==> src/hw/rtl/glyph_bitmap_pixel_expander_macros.svh <==
// assertion macros for the glyph bitmap pixel expander
`ifndef GLYPH_BITMAP_PIXEL_EXPANDER_MACROS_SVH
`define GLYPH_BITMAP_PIXEL_EXPANDER_MACROS_SVH
`ifndef SYNTHESIS
`define GBPE_ASSERT_NOW(lbl, ante, cons) \
  lbl: assert property (@(posedge clk) disable iff (!rst_n) (ante) |-> (cons)) \
    else $error("gbpe assertion failed");
`define GBPE_ASSERT_NEXT(lbl, ante, cons) \
  lbl: assert property (@(posedge clk) disable iff (!rst_n) (ante) |=> (cons)) \
    else $error("gbpe assertion failed");
`else
`define GBPE_ASSERT_NOW(lbl, ante, cons)
`define GBPE_ASSERT_NEXT(lbl, ante, cons)
`endif
`endif

==> src/hw/rtl/gbpe_pkg.sv <==
// shared types, constants and helpers for the glyph bitmap pixel expander
`default_nettype none
package gbpe_pkg;

  localparam int PANEL_WIDTH_DEF  = 800;
  localparam int PANEL_HEIGHT_DEF = 480;
  localparam int QUEUE_DEPTH      = 2;

  localparam int CFG_IDX_W  = 3;
  localparam int CFG_DATA_W = 16;
  localparam int SIZE_W     = 6;
  localparam int COLOR_W    = 16;
  localparam int COORD_W    = 10;
  localparam int TAKEN_W    = 7;
  localparam int PIX_IDX_W  = 19;
  localparam int PROD_W     = 22;

  localparam logic [SIZE_W-1:0]  FONT_SIZE_RST  = 6'd16;
  localparam logic [COLOR_W-1:0] TEXT_COLOR_RST = 16'h0000;
  localparam logic [COLOR_W-1:0] BACK_COLOR_RST = 16'hFFFF;

  typedef enum logic [CFG_IDX_W-1:0] {
    CFG_FONT_SIZE    = 3'd0,
    CFG_OVERLAY_MODE = 3'd1,
    CFG_TEXT_COLOR   = 3'd2,
    CFG_BACK_COLOR   = 3'd3,
    CFG_LANDSCAPE    = 3'd4
  } cfg_reg_t;

  typedef struct packed {
    logic [SIZE_W-1:0]  font_size;
    logic               overlay_mode;
    logic [COLOR_W-1:0] text_color;
    logic [COLOR_W-1:0] back_color;
    logic               landscape;
  } cfg_t;

  // one font byte as the back end sees it
  typedef struct packed {
    logic [7:0]         bits;
    logic [7:0]         mask;   // bit k set: pixel k of the column run is written
    logic [COORD_W-1:0] x;
    logic [COORD_W-1:0] y;
  } job_t;

  typedef struct packed {
    logic busy;
  } back_stat_t;

  function automatic logic [TAKEN_W-1:0] glyph_total(input logic [SIZE_W-1:0] size);
    logic [TAKEN_W-1:0] t;
    unique case (size)
      6'd12:   t = 7'd12;
      6'd16:   t = 7'd16;
      6'd24:   t = 7'd36;
      6'd32:   t = 7'd64;
      default: t = 7'd0;
    endcase
    return t;
  endfunction

endpackage
`default_nettype wire

==> src/hw/rtl/gbpe_front.sv <==
// front end: tracks the glyph cursor and turns each font byte into a pixel job
`default_nettype none
module gbpe_front
  import gbpe_pkg::*;
#(
  parameter int PANEL_WIDTH  = PANEL_WIDTH_DEF,
  parameter int PANEL_HEIGHT = PANEL_HEIGHT_DEF
) (
  input  wire logic               clk,
  input  wire logic               rst_n,
  input  wire cfg_t               cfg,
  input  wire logic               accept,
  input  wire logic [7:0]         font_byte,
  input  wire logic               glyph_start,
  input  wire logic [COORD_W-1:0] start_x,
  input  wire logic [COORD_W-1:0] start_y,
  output job_t                    job,
  output logic                    job_push
);

  localparam logic [COORD_W:0] W_LIM = (COORD_W+1)'(PANEL_WIDTH);
  localparam logic [COORD_W:0] H_LIM = (COORD_W+1)'(PANEL_HEIGHT);

  logic [COORD_W-1:0] cursor_x_r, cursor_x_nxt;
  logic [COORD_W-1:0] cursor_y_r, cursor_y_nxt;
  logic [COORD_W-1:0] column_top_r, column_top_nxt;
  logic [TAKEN_W-1:0] bytes_taken_r, bytes_taken_nxt;
  logic               glyph_done_r, glyph_done_nxt;

  logic [COORD_W-1:0] eff_x, eff_y, eff_top;
  logic [TAKEN_W-1:0] eff_taken, total, taken_inc;
  logic               eff_done, active;
  logic [COORD_W:0]   yk, ynk, difk, brk_yn, x_inc;
  logic               seen, brk_bot, brk_col;
  logic [7:0]         emit;

  function automatic logic on_panel(input logic [COORD_W-1:0] x, input logic [COORD_W:0] y,
                                    input logic land);
    logic r;
    if (land) begin
      r = ({1'b0, x} < W_LIM) && (y < H_LIM);
    end else begin
      r = ({1'b0, x} < H_LIM) && (y < W_LIM);
    end
    return r;
  endfunction

  assign eff_x     = glyph_start ? start_x : cursor_x_r;
  assign eff_y     = glyph_start ? start_y : cursor_y_r;
  assign eff_top   = glyph_start ? start_y : column_top_r;
  assign eff_taken = glyph_start ? '0 : bytes_taken_r;
  assign eff_done  = glyph_start ? 1'b0 : glyph_done_r;
  assign total     = glyph_total(cfg.font_size);
  assign active    = !eff_done && (total != '0) && (eff_taken < total);
  assign taken_inc = eff_taken + 7'd1;
  assign x_inc     = {1'b0, eff_x} + 11'd1;

  // walk the eight bits; the column run stops at the bottom edge or after font_size rows
  always_comb begin
    seen    = 1'b0;
    brk_bot = 1'b0;
    brk_col = 1'b0;
    brk_yn  = '0;
    emit    = '0;
    yk      = '0;
    ynk     = '0;
    difk    = '0;
    for (int k = 0; k < 8; k++) begin
      yk   = {1'b0, eff_y} + 11'(k);
      ynk  = yk + 11'd1;
      difk = ynk - {1'b0, eff_top};
      if (!seen) begin
        if ((font_byte[7-k] || !cfg.overlay_mode) && on_panel(eff_x, yk, cfg.landscape)) begin
          emit[k] = 1'b1;
        end
        if (ynk >= H_LIM) begin
          seen    = 1'b1;
          brk_bot = 1'b1;
          brk_yn  = ynk;
        end else if (difk >= {5'b0, cfg.font_size}) begin
          seen    = 1'b1;
          brk_col = 1'b1;
        end
      end
    end
  end

  always_comb begin
    cursor_x_nxt    = eff_x;
    cursor_y_nxt    = eff_y;
    column_top_nxt  = eff_top;
    bytes_taken_nxt = eff_taken;
    glyph_done_nxt  = 1'b1;
    if (active) begin
      bytes_taken_nxt = taken_inc;
      glyph_done_nxt  = 1'b0;
      priority if (brk_bot) begin
        cursor_y_nxt   = brk_yn[COORD_W-1:0];
        glyph_done_nxt = 1'b1;
      end else if (brk_col) begin
        cursor_y_nxt = eff_top;
        cursor_x_nxt = x_inc[COORD_W-1:0];
        if (x_inc >= W_LIM) begin
          glyph_done_nxt = 1'b1;
        end
      end else begin
        cursor_y_nxt = eff_y + 10'd8;
      end
      if (taken_inc >= total) begin
        glyph_done_nxt = 1'b1;
      end
    end
  end

  always_ff @(posedge clk) begin
    if (!rst_n) begin
      cursor_x_r    <= '0;
      cursor_y_r    <= '0;
      column_top_r  <= '0;
      bytes_taken_r <= '0;
      glyph_done_r  <= 1'b1;
    end else if (accept) begin
      cursor_x_r    <= cursor_x_nxt;
      cursor_y_r    <= cursor_y_nxt;
      column_top_r  <= column_top_nxt;
      bytes_taken_r <= bytes_taken_nxt;
      glyph_done_r  <= glyph_done_nxt;
    end
  end

  assign job.bits = font_byte;
  assign job.mask = emit;
  assign job.x    = eff_x;
  assign job.y    = eff_y;
  assign job_push = accept && active && (emit != '0);

endmodule
`default_nettype wire

==> src/hw/rtl/gbpe_queue.sv <==
// short job queue between front and back end
`default_nettype none
module gbpe_queue
  import gbpe_pkg::*;
(
  input  wire logic clk,
  input  wire logic rst_n,
  input  wire logic push,
  input  wire job_t push_job,
  input  wire logic pop,
  output job_t      head,
  output logic      valid,
  output logic      full
);

  localparam int PTR_W = $clog2(QUEUE_DEPTH);
  localparam int CNT_W = $clog2(QUEUE_DEPTH + 1);

  job_t               mem [QUEUE_DEPTH];
  logic [PTR_W-1:0]   wr_ptr_r, rd_ptr_r;
  logic [CNT_W-1:0]   count_r;

  assign valid = count_r != '0;
  assign full  = count_r == CNT_W'(QUEUE_DEPTH);
  assign head  = mem[rd_ptr_r];

  always_ff @(posedge clk) begin
    if (push) begin
      mem[wr_ptr_r] <= push_job;
    end
  end

  always_ff @(posedge clk) begin
    if (!rst_n) begin
      wr_ptr_r <= '0;
      rd_ptr_r <= '0;
      count_r  <= '0;
    end else begin
      if (push) begin
        wr_ptr_r <= (wr_ptr_r == PTR_W'(QUEUE_DEPTH - 1)) ? '0 : wr_ptr_r + 1'b1;
      end
      if (pop) begin
        rd_ptr_r <= (rd_ptr_r == PTR_W'(QUEUE_DEPTH - 1)) ? '0 : rd_ptr_r + 1'b1;
      end
      count_r <= count_r + CNT_W'(push) - CNT_W'(pop);
    end
  end

endmodule
`default_nettype wire

==> src/hw/rtl/gbpe_back.sv <==
// back end: one pixel write a cycle from the current job into the output register, unless stalled
`default_nettype none
module gbpe_back
  import gbpe_pkg::*;
#(
  parameter int PANEL_WIDTH  = PANEL_WIDTH_DEF,
  parameter int PANEL_HEIGHT = PANEL_HEIGHT_DEF
) (
  input  wire logic                 clk,
  input  wire logic                 rst_n,
  input  wire cfg_t                 cfg,
  input  wire job_t                 q_head,
  input  wire logic                 q_valid,
  output logic                      q_pop,
  output back_stat_t                stat,
  output logic                      out_empty,
  input  wire logic                 out_pop,
  output logic [PIX_IDX_W-1:0]      out_pixel_index,
  output logic [COLOR_W-1:0]        out_pixel_color,
  output logic                      out_last_of_byte
);

  localparam logic [COORD_W:0] H_M1 = (COORD_W+1)'(PANEL_HEIGHT - 1);
  localparam logic [PROD_W-1:0] W_P = PROD_W'(PANEL_WIDTH);

  logic                 busy_r, busy_nxt;
  logic [7:0]           bits_r, mask_r, mask_nxt;
  logic [COORD_W-1:0]   x_r, y_r;
  logic                 out_valid_r, out_valid_nxt;
  logic [PIX_IDX_W-1:0] idx_r;
  logic [COLOR_W-1:0]   color_r;
  logic                 last_r;

  logic [2:0]           sel;
  logic [7:0]           rest;
  logic                 last, adv, load;
  logic [COORD_W:0]     y_pix, row, col;
  logic [PROD_W-1:0]    idx_full;
  logic [COLOR_W-1:0]   color;

  // lowest pending pixel first, which is the most significant remaining font bit
  always_comb begin
    sel = 3'd0;
    for (int k = 7; k >= 0; k--) begin
      if (mask_r[k]) begin
        sel = 3'(k);
      end
    end
  end

  assign rest  = mask_r & ~(8'd1 << sel);
  assign last  = rest == '0;
  assign adv   = busy_r && (!out_valid_r || out_pop);
  assign load  = q_valid && (!busy_r || (adv && last));
  assign q_pop = load;

  assign y_pix    = {1'b0, y_r} + 11'(sel);
  assign row      = cfg.landscape ? y_pix : (H_M1 - {1'b0, x_r});
  assign col      = cfg.landscape ? {1'b0, x_r} : y_pix;
  assign idx_full = W_P * PROD_W'(row) + PROD_W'(col);
  assign color    = bits_r[3'd7 - sel] ? cfg.text_color : cfg.back_color;

  always_comb begin
    busy_nxt = busy_r;
    mask_nxt = mask_r;
    if (adv) begin
      mask_nxt = rest;
      if (last) begin
        busy_nxt = 1'b0;
      end
    end
    if (load) begin
      busy_nxt = 1'b1;
      mask_nxt = q_head.mask;
    end
    out_valid_nxt = out_valid_r;
    if (adv) begin
      out_valid_nxt = 1'b1;
    end else if (out_pop) begin
      out_valid_nxt = 1'b0;
    end
  end

  always_ff @(posedge clk) begin
    if (!rst_n) begin
      busy_r      <= 1'b0;
      out_valid_r <= 1'b0;
    end else begin
      busy_r      <= busy_nxt;
      out_valid_r <= out_valid_nxt;
    end
  end

  always_ff @(posedge clk) begin
    mask_r <= mask_nxt;
    if (load) begin
      bits_r <= q_head.bits;
      x_r    <= q_head.x;
      y_r    <= q_head.y;
    end
    if (adv) begin
      idx_r   <= idx_full[PIX_IDX_W-1:0];
      color_r <= color;
      last_r  <= last;
    end
  end

  assign stat.busy        = busy_r;
  assign out_empty        = !out_valid_r;
  assign out_pixel_index  = idx_r;
  assign out_pixel_color  = color_r;
  assign out_last_of_byte = last_r;

endmodule
`default_nettype wire

==> src/hw/rtl/glyph_bitmap_pixel_expander.sv <==
// Glyph bitmap pixel expander, top level.
// Input channel: push a font byte with in_push while in_full is low. Bytes run
// column-major, MSB first; in_glyph_start on the first byte of a glyph loads
// in_start_x / in_start_y as the glyph's top-left corner.
// Result channel: while out_empty is low a framebuffer write (pixel index and
// RGB565 color) waits on the out_ ports; out_pop takes it. out_last_of_byte
// marks the final write of one font byte. A byte makes 0 to 8 writes.
// Configuration: cfg_valid/cfg_ready with cfg_index and cfg_data, always ready;
// write only while no byte is in flight.
// Flow: an accepted byte is turned into a pixel job; the job queue holds two
// bytes. The back end issues one pixel write per cycle while the receiver
// keeps popping; a byte's writes go from the job queue through the back end's
// job registers into the output register on the out_ ports.
// When the receiver stalls, the output register holds, the back end and then
// the job queue fill, and in_full rises. Reset clears the queue and output,
// leaves no glyph active and loads the default configuration.
`default_nettype none
`include "glyph_bitmap_pixel_expander_macros.svh"
module glyph_bitmap_pixel_expander
  import gbpe_pkg::*;
#(
  parameter int PANEL_WIDTH  = PANEL_WIDTH_DEF,
  parameter int PANEL_HEIGHT = PANEL_HEIGHT_DEF
) (
  input  wire logic                  clk,
  input  wire logic                  rst_n,
  input  wire logic                  in_push,
  output logic                       in_full,
  input  wire logic [7:0]            in_font_byte,
  input  wire logic                  in_glyph_start,
  input  wire logic [COORD_W-1:0]    in_start_x,
  input  wire logic [COORD_W-1:0]    in_start_y,
  output logic                       out_empty,
  input  wire logic                  out_pop,
  output logic [PIX_IDX_W-1:0]       out_pixel_index,
  output logic [COLOR_W-1:0]         out_pixel_color,
  output logic                       out_last_of_byte,
  input  wire logic                  cfg_valid,
  output logic                       cfg_ready,
  input  wire logic [CFG_IDX_W-1:0]  cfg_index,
  input  wire logic [CFG_DATA_W-1:0] cfg_data
);

  localparam int unsigned PIX_LIMIT = PANEL_WIDTH * PANEL_HEIGHT;

  cfg_t       cfg_r;
  logic       in_accept;
  job_t       f_job, q_head;
  logic       f_push, q_valid, q_full, q_pop;
  back_stat_t b_stat;

  assign cfg_ready = 1'b1;
  assign in_full   = q_full;
  assign in_accept = in_push && !q_full;

  always_ff @(posedge clk) begin
    if (!rst_n) begin
      cfg_r.font_size    <= FONT_SIZE_RST;
      cfg_r.overlay_mode <= 1'b0;
      cfg_r.text_color   <= TEXT_COLOR_RST;
      cfg_r.back_color   <= BACK_COLOR_RST;
      cfg_r.landscape    <= 1'b1;
    end else if (cfg_valid && cfg_ready) begin
      unique case (cfg_index)
        CFG_FONT_SIZE:    cfg_r.font_size    <= cfg_data[SIZE_W-1:0];
        CFG_OVERLAY_MODE: cfg_r.overlay_mode <= cfg_data[0];
        CFG_TEXT_COLOR:   cfg_r.text_color   <= cfg_data[COLOR_W-1:0];
        CFG_BACK_COLOR:   cfg_r.back_color   <= cfg_data[COLOR_W-1:0];
        CFG_LANDSCAPE:    cfg_r.landscape    <= cfg_data[0];
        default: begin
        end
      endcase
    end
  end

  gbpe_front #(
    .PANEL_WIDTH  (PANEL_WIDTH),
    .PANEL_HEIGHT (PANEL_HEIGHT)
  ) u_front (
    .clk         (clk),
    .rst_n       (rst_n),
    .cfg         (cfg_r),
    .accept      (in_accept),
    .font_byte   (in_font_byte),
    .glyph_start (in_glyph_start),
    .start_x     (in_start_x),
    .start_y     (in_start_y),
    .job         (f_job),
    .job_push    (f_push)
  );

  gbpe_queue u_queue (
    .clk      (clk),
    .rst_n    (rst_n),
    .push     (f_push),
    .push_job (f_job),
    .pop      (q_pop),
    .head     (q_head),
    .valid    (q_valid),
    .full     (q_full)
  );

  gbpe_back #(
    .PANEL_WIDTH  (PANEL_WIDTH),
    .PANEL_HEIGHT (PANEL_HEIGHT)
  ) u_back (
    .clk              (clk),
    .rst_n            (rst_n),
    .cfg              (cfg_r),
    .q_head           (q_head),
    .q_valid          (q_valid),
    .q_pop            (q_pop),
    .stat             (b_stat),
    .out_empty        (out_empty),
    .out_pop          (out_pop),
    .out_pixel_index  (out_pixel_index),
    .out_pixel_color  (out_pixel_color),
    .out_last_of_byte (out_last_of_byte)
  );

  // a job is only written into the queue when there is room
  `GBPE_ASSERT_NOW(a_push_room, f_push, !q_full)
  // with nothing in flight the result side drains and stays empty
  `GBPE_ASSERT_NEXT(a_idle_empty, !b_stat.busy && !q_valid && (out_empty || out_pop), out_empty)
  // every issued write lands inside the framebuffer
  `GBPE_ASSERT_NOW(a_index_range, !out_empty, 32'(out_pixel_index) < PIX_LIMIT)
  // the queue only hands a job over when it has one
  `GBPE_ASSERT_NOW(a_pop_valid, q_pop, q_valid)

endmodule
`default_nettype wire

==> config.mk <==
export PLATFORM = sky130hd
export DESIGN_NAME = glyph_bitmap_pixel_expander
export DESIGN_NICKNAME = d
export VERILOG_FILES = /design/src/hw/rtl/gbpe_pkg.sv /design/src/hw/rtl/gbpe_front.sv /design/src/hw/rtl/gbpe_queue.sv /design/src/hw/rtl/gbpe_back.sv /design/src/hw/rtl/glyph_bitmap_pixel_expander.sv
export VERILOG_INCLUDE_DIRS = /design/src /design/src/hw/rtl
export SDC_FILE = /design/constraint.sdc
export NUM_CORES = 1
export LEC_CHECK = 0
export BUFFER_PORTS_ARGS = -buffer_cell sky130_fd_sc_hd__buf_2
export CAP_MARGIN = 15
export CORE_ASPECT_RATIO = 0.7
export CORE_MARGIN = 1.5
export CORE_UTILIZATION = 60
export DETAILED_ROUTE_END_ITERATION = 8
export PLACE_DENSITY_LB_ADDON = 0.3
export SLEW_MARGIN = 20
export SYNTH_ARGS = -nofsm -noshare
export SYNTH_HDL_FRONTEND = slang
export SYNTH_HIERARCHICAL = 1
export SYNTH_SLANG_ARGS = --single-unit
==> constraint.sdc <==
create_clock -name clk -period 11.2 [get_ports clk]
set_input_delay 2.24 -clock clk [delete_from_list [all_inputs] [get_ports clk]]
set_output_delay 2.24 -clock clk [all_outputs]
set_load 0.01 [all_outputs]
# Word level (Yosys, flattened, before mapping)
# Memory sizes are Yosys's and may differ from the RTL's. A register that Yosys moved wholly into a read port is not among the register bits.
# Cells that the tools add are included.
[totals]
ff_bits = 156
latchBits = 0
mem_bits_rw = 72
mem_bits_ro = 0
input_bits = 53
output_inout_bits = 39
wordCells = 314
n_memories = 1
[op_classes]
add_sub_neg = 33
mul = 1
div_mod_pow = 0
n_lt_le_gt_ge = 38
n_eq_ne = 9
n_shift = 1
muxes = 146
n_bitwise = 2
reduce_logical = 61
[memory_table]
columns = ["name", "words", "word_bits", "read_ports", "rd_clocked_by_memory_dff", "wr", "line", "rtl"]
rows = [
  ["u_queue.mem", 2, 36, 1, 1, 1, "gbpe_queue.sv:19", "job_t mem [QUEUE_DEPTH];"],
]
[op_table]
columns = ["cell", "count"]
rows = [
  ["$mux 10", 24],
  ["$mux 1", 105],
  ["$ge 11x6->1", 8],
  ["$ge 11x9->1 const B", 8],
  ["$sub 11x10->11", 8],
  ["$add 11x1->11 const B", 7],
  ["$lt 11x10->1 const B", 7],
  ["$lt 11x9->1 const B", 7],
  ["$add 10x3->11 const B", 4],
  ["$logic_and 1x1->1", 32],
  ["$pmux 7 s4", 1],
  ["$mux 3", 8],
  ["$add 10x1->11 const B", 2],
  ["$add 10x2->11 const B", 2],
  ["$mux 11", 2],
  ["$lt 10x10->1 const B", 2],
  ["$lt 10x9->1 const B", 2],
  ["$add 19x11->19", 1],
  ["$mux 16", 1],
  ["$mux 8", 2],
  ["$mul 5x11->14 const A", 1],
  ["$mux 7", 2],
  ["$eq 6x5->1 const B", 2],
  ["$reduce_and 2->1", 6],
  ["29 further kinds", 47],
]

# Depth between registers and ports, before layout
# Gate-level depths: netlist (run 1).
[logic_depth]
depth_word = 31
mapped_depth = 30
ltp_nobuf = 26

# By module
# The synthesis (run 1) kept the hierarchy.
[by_module_without_submodules]
columns = ["mod", "n_inst", "cells_each", "area_each_um2", "seq_area_each_um2"]
rows = [
  ["gbpe_front", 1, 1486, 11049.3, 760.7],
  ["gbpe_back", 1, 376, 4579.4, 2202.1],
  ["gbpe_queue", 1, 133, 2979.1, 2262.2],
  ["glyph_bitmap_pixel_expander", 1, 173, 1701.6, 800.8],
]

# Least setup slack after synthesis (run 1)
# OpenSTA, ideal clock, no wires.
[synth_path]
path_type = "input to register"
startpoint = "input port in_glyph_start"
endpoint = "memory u_queue/mem[0][0] (netlist name) (enable)"
setup_ps = 435
arrival_time_ps = 9575
required_time_ps = 10765
path_slack_ps = 1191
stages = 24
n_path_buf = 4
cell_sequence = "buf_6 > buf_12 > buf_12 > mux2i_4 > clkinv_2 > ha_1 > buf_2 > nand2_1 > xor2_1 > a21oi_1 > nand3_1 > xnor2_1 > ha_1 > or3_1 > o221a_1 > or4_1 > a21oi_1 > nor4b_4 > nand4_4 > nor4_4 > nand2_1 > a2111oi_0 > o31a_1 > nor2b_1"
[synth_lines]
columns = ["item", "line", "rtl"]
rows = [
  ["start: declaration", "glyph_bitmap_pixel_expander.sv:30", "input wire logic in_glyph_start,"],
  ["end: declaration", "gbpe_queue.sv:19", ""],
]

==> results.cfg, run 1 <==
[yosys]
syn_area_um2 = 20310
synthesis.instances = 2168
synthDistinctLibCells = 132
synth.net_count = 2407
synthArstFlopShare_pct = 0
ys.flop_type = edfxtp_1
synth_edf_count = 144
ys_seq_area_share_pct = 29.67
synth-seq-cells = 229
syn_avg_cell_area_um2 = 9.368
yosys_warnings = 6

[sta]
relSlewSlack_pct = 24.92
fin_crit_ps = 9919
final.setup.tns_ps = 0
setup_viol = 0
drv_slew = 0
fmaxAchievable_mhz = 100.8
hold-worst-slack_ps = 464.3
rsz0062_at_grt = false
timing_hold_violations_final = 0
worst_pin_slew_ps = 1104
period_share_pct = 88.56
fin_skew_ps = 13.60

[drt]
ant_nets = 0
drt_wl_total_um = 68810
dr.pass1.iters = 7
vias = 18170
first_iter_violations = 2388
via_per_inst = 6.708
avgRoutedWirePerCell_um = 25.41
drc = 0

[grt]
grt_max_degree = 73
grt_pass1_wl_um = 101500
grt_pass1_vias = 16780
gr-total-overflow = 0
grt_use_total_pct = 38.40
antenna_found_initial = 3

[critical_path]
cp.arrival_ps = 10120
reg2reg_depth = 23
cp-endpoint = u_queue/mem[0][13]
startpoint_type = input port
worstPathMaxFanout = 47
r2r-start = u_front/cursor_y_r[4]
crit_start = in_glyph_start
rr_endpoint = u_queue/mem[0][13]
path_class = input port to flop
worst_ep_required_time_ps = 11400
end_kind = flop
r2r_setup_slack_ps = 3180

[clock_network]
clockBufferDepth = 3
cts_hold_buffers = 0
cts_tree = done
cts_root_buf = clkbuf_16
cts_sinks = 229
clk_latency_ps = 530
h-tree-depth = 1
cts_setup_buffers = 0
cts_resized = 0
clk_pin_slew_ps = 70
cts_buffers = 23

[cells_and_area]
fillers = 2628
seq_area_um2 = 6027
fin_nets = 2492
final_cell_mix = 175 x ha_1, 164 x nand2_1, 144 x edfxtp_1, 137 x nor2_1, 125 x xnor2_1
synthToLayoutAreaGrowth_pct = 7.996
fin_util_pct = 65.63
multiInputGateArea_um2 = 13340
drive_gt1_share_pct = 14.85
mostFrequentLayoutCell = ha_1

[power]
p_leak_nw = 8.542
power.density_nw_per_um2 = 294.1
power_mw = 6.451
ir_drop_mv = 0.4942

[floorplanning]
num_rows = 56
fp.dieH_um = 156.9
die_w_um = 222.9
core_area_um2 = 33420
die-area_um2 = 34980
ios = 92
start_util_pct = 60.77

[status]
outcome = completed

[hold_path]
hold_path_class = flop to flop

[job]
drv_cap = 0

[placement]
port_buffers = 90
hpwl_um = 53690
gp_congestion = 1.051
==> through the flow <==
| stage | setup WS, ps | instance area, um^2 | cells |
|---|---|---|---|
| final | 1281 | 21930 | 2708 |
| after detailed placement | 998.4 | 21220 | 2663 |
| after CTS | 1499 | 21930 | 2705 |
| after floorplan | 1191 | 20310 | 2168 |
| after global routing | 857.0 | 21930 | 2706 |
| after global placement | 1074 | 21220 | 2663 |
==> where the power goes <==
part	total, mW	leakage [nW]	internal [mW]	switching (mW)
Clock	0.739	0.348	0.412	0.327
Combinational	4.33	6.15	1.86	2.48
Sequential	1.38	2.04	1.28	0.100
==> sequential cells by signal, summed over array words and instances, names as in the netlist, 2 cells and up, named ones only <==
register                cells
u_front/column_top_r       10
u_queue/count_r             2
u_back/out_pixel_index     19
u_back/bits_r               8
u_front/cursor_y_r         10
u_front/bytes_taken_r       7
u_back/out_pixel_color     16
u_queue/mem                72
u_back/x_r                 10
cfg_r                      40
u_back/y_r                 10
u_back/mask_r               8
u_front/cursor_x_r         10
==> cell type report <==
cell class                 count  share of cell area [%]
antenna                        3                 0.03423
inverter                     118                   2.048
timing repair buffer         142                   3.913
multi-input combinational   1739                   60.83
clock inverter                11                  0.4050
tap                          435                   2.481
clock buffer                  31                   2.812
sequential                   229                   27.48
==> worst max-delay path: stages <==
cell,delay (ps)
buf_4,550
mux2i_4,320
buf_4,290
clkinv_2,340
ha_1,480
a21o_1,220
a21oi_1,130
a21oi_1,80
buf_4,200
ha_1,340
and2_1,200
o31ai_1,290
nor2b_1,210
xnor2_1,80
ha_1,180
a311oi_1,200
o41ai_1,110
nor3_1,320
nand4b_1,380
nand3b_2,460
nor2_1,400
nand3_1,360
a2111oi_0,830
or3_1,220
o31a_1,190
nor2b_4,170
buf_4,290
==> Yosys cell counts, types with 30 or more instances <==
cell      instances  area [um^2]
nor2b_1          75        469.2
xnor2_1         125         1095
o21ai_0         116        580.6
nor2_1          137        514.2
mux2i_1          73        730.7
nand3_1          76        380.4
xor2_1           37        324.1
nand2_1         164        615.6
dfxtp_1          85         1702
inv_1           108        405.4
nor3_1           43        215.2
o211ai_1         32        240.2
mux2_4           40        600.6
a21oi_1          94        470.5
and2_1           30        187.7
ha_1            175         2190
edfxtp_1        144         4324
nand2b_1         31        193.9
clkbuf_1         34        127.6
==> worst min-delay path by stage <==
stage                 to  startpoint  slack, ps  cells past startpoint
2_1_floorplan  cfg_r[17]   cfg_r[17]        430                      2
3_3_place_gp   cfg_r[21]   cfg_r[21]        440                      2
3_5_place_dp   cfg_r[19]   cfg_r[19]        450                      2
4_1_cts        cfg_r[19]   cfg_r[19]        460                      2
5_1_grt        cfg_r[30]   cfg_r[30]        480                      2
6_report       cfg_r[18]   cfg_r[18]        460                      2
==> metal layers <==
| metal | up-vias | track usage (%) | wire length, um |
|---|---|---|---|
| met4 | 0 | 12.28 | 2238 |
| li1 | 8232 | - | - |
| met2 | 1058 | 56.07 | 28290 |
| met1 | 8726 | 55.42 | 30670 |
| met3 | 149 | 9.614 | 7614 |
| met5 | - | 0 | 0 |
==> logic make-up after synthesis <==
family	Yosys count	synth area share [%]
multiplexers	148	9.093
flip-flops	229	29.67
buffers and inverters	200	4.818
AND/OR/NAND/NOR	704	18.67
AO/OA/AOI/OAI	531	18.29
XOR/XNOR	167	7.473
other	1	0.01846
adder cells (fa/ha/maj)	188	11.96
(Power assumes the default switching activity.)
==> inputs of run 2 (changes only) <==
Settings changed: ABC_AREA set to 1, MAX_ROUTING_LAYER set to met4.
==> results.cfg, run 2 <==
[status]
outcome = completed

[grt]
grt_pass1_wl_um = 98140
grt_use_total_pct = 36.92
grt_pass1_vias = 17490
grt_max_degree = 60
antenna_found_initial = 1
gr-total-overflow = 0

[cells_and_area]
drive_gt1_share_pct = 11.93
largest_reg_flops = 72
seq_area_um2 = 6030
final_cell_mix = 688 x nand2_1, 357 x inv_1, 274 x nor2_1, 203 x nand3_1, 175 x ha_1
fin_cells = 3311
mostFrequentLayoutCell = nand2_1
fin_util_pct = 65.67
largest_register = u_queue/mem
fin_nets = 3097
multiInputGateArea_um2 = 12630
synthToLayoutAreaGrowth_pct = 7.202
fillers = 2906

[sta]
rsz0062_at_grt = false
timing_hold_violations_final = 0
fin_crit_ps = 9613
drv_slew = 0
fmaxAchievable_mhz = 104.0
setup_viol = 0
relSlewSlack_pct = 24.40
final.setup.tns_ps = 0
fin_skew_ps = 22.14
period_share_pct = 85.83
worst_pin_slew_ps = 1134

[placement]
gp_congestion = 1.080
dp.cells = 3269
hpwl_um = 50350
port_buffers = 90

[critical_path]
end_kind = flop
critPathMostFrequentCell = nand2_1
crit_start = in_glyph_start
rr_endpoint = u_queue/mem[1][24]
cp_slowest_stage_delay_ps = 640
cpMaxStageDelayCell = inv_1
cp-endpoint = u_queue/mem[1][24]
reg2reg_depth = 32
r2r-start = u_front/cursor_y_r[1]
cp.arrival_ps = 9840
worst_ep_required_time_ps = 11420
path_class = input port to flop
startpoint_type = input port
worstPathMaxFanout = 31
r2r_setup_slack_ps = 4060

[clock_network]
cts_hold_buffers = 0
cts_tree = done
cts_resized = 0
cts_setup_buffers = 0
cts_buffers = 22
cts_root_buf = clkbuf_16
clk_pin_slew_ps = 60
clk_latency_ps = 530
h-tree-depth = 1
clockBufferDepth = 3
cts_sinks = 229

[floorplanning]
fp.dieH_um = 158.0
core_area_um2 = 33630
start_util_pct = 61.26
ios = 92
die-area_um2 = 35480
die_w_um = 224.5
num_rows = 56

[drt]
highest_layer = met4
dr_wl_met2_um = 25940
drt_wl_total_um = 63930
avgRoutedWirePerCell_um = 19.31
m1WireLength_um = 28990
via_per_inst = 5.853
dr_wl_met3_um = 7727
ant_nets = 0
first_iter_violations = 2346
vias = 19380
drc = 0
dr.pass1.iters = 6

[yosys]
ys.flop_type = edfxtp_1
yosys.area.top_type = edfxtp_1
syn_area_um2 = 20600
synthDistinctLibCells = 71
synth_edf_count = 144
synth_commonest_cells = 688 x nand2_1, 357 x inv_1, 276 x nor2_1, 203 x nand3_1, 175 x ha_1
synth.net_count = 3033
synthesis.instances = 2794
yosysMostFrequentCell = nand2_1
ys_seq_area_share_pct = 29.25
synth_area_leaders = edfxtp_1 21%, nand2_1 13%, ha_1 11%, dfxtp_1 8.3%, inv_1 6.5%
yosys_warnings = 6
synth-seq-cells = 229
syn_avg_cell_area_um2 = 7.374
synth.top_cell.area_share_pct = 20.99
synthArstFlopShare_pct = 0

[job]
drv_cap = 0

[power]
power.density_nw_per_um2 = 317.8
p_leak_nw = 10.78
ir_drop_mv = 0.5792

[hold_path]
hold_path_class = flop to flop
-- run 2: cell types whose count changed in the layout (fill, tap and decap cells not counted), sizes merged, moves of 80 or more --
cell   before  now
nand2     164  733
nor2      138  310
xnor2     128   34
xor2       38  119
mux2i      83    3
nand3      77  210
inv       118  389
-- run 2: worst min-delay path by stage --
| stage | from | to | slack [ps] | cells past startpoint |
|---|---|---|---|---|
| 2_1_floorplan | cfg_r[10] | cfg_r[10] | 430 | 2 |
| 3_3_place_gp | cfg_r[7] | cfg_r[7] | 440 | 2 |
| 3_5_place_dp | cfg_r[16] | cfg_r[16] | 440 | 2 |
| 4_1_cts | cfg_r[16] | cfg_r[16] | 460 | 2 |
| 5_1_grt | cfg_r[9] | cfg_r[9] | 480 | 2 |
| 6_report | cfg_r[5] | cfg_r[5] | 460 | 2 |
-- run 2: area by class of cell --
| class | instances | share of cell area, % |
|---|---|---|
| diodes | 2 | 0.02266 |
| clock buffers | 30 | 2.861 |
| clock inverters | 10 | 0.8497 |
| inverters | 391 | 6.645 |
| multi-input cells | 2105 | 57.17 |
| flip-flops and latches | 229 | 27.30 |
| well taps | 435 | 2.464 |
| repair buffers | 109 | 2.685 |
-- run 2: critical path, delay by kind of cell --
kind	cells	cell delay [ps]
XOR/XNOR	3	670
buffers and inverters	9	2750
AO/OA/AOI/OAI	5	740
AND/OR/NAND/NOR	14	2410
adder cells (fa/ha/maj)	3	990
-- run 2: metrics by stage --
step | setup slack (ps) | power [mW] | area (um^2) | hold WS (ps)
after floorplan | 2650 | 5.059 | 20600 | 429.5
after global placement | 1638 | 5.849 | 21260 | 438.3
after detailed placement | 1240 | 6.061 | 21260 | 443.0
after CTS | 1762 | 6.946 | 22080 | 458.6
after global routing | 900.2 | 7.651 | 22080 | 483.5
final | 1587 | 7.019 | 22090 | 461.7
-- run 2: layer usage --
| metal | track usage (%) | up-vias |
|---|---|---|
| met2 | 52.15 | 1022 |
| met1 | 53.79 | 8949 |
| met3 | 8.185 | 103 |
| li1 | - | 9304 |
| met5 | - | - |
| met4 | 7.383 | 0 |
-- run 2: kinds of logic after synthesis --
kind of cell / share of synthesized area, %
DFF: 29.25
adders and majority gates: 11.70
xor gates and xnor gates: 6.650
buffers and inverters: 9.510
muxes: 2.660
AOI/OAI and AO/OA: 10.08
and+or+nand+nor: 30.14
other: 0.01820
-- run 2: power by group --
group | total (mW) | internal (mW) | switching [mW]
clock | 0.838 | 0.513 | 0.325
sequential | 1.43 | 1.31 | 0.117
combinational | 4.75 | 1.71 | 3.04
total | 7.02 | 3.54 | 3.48
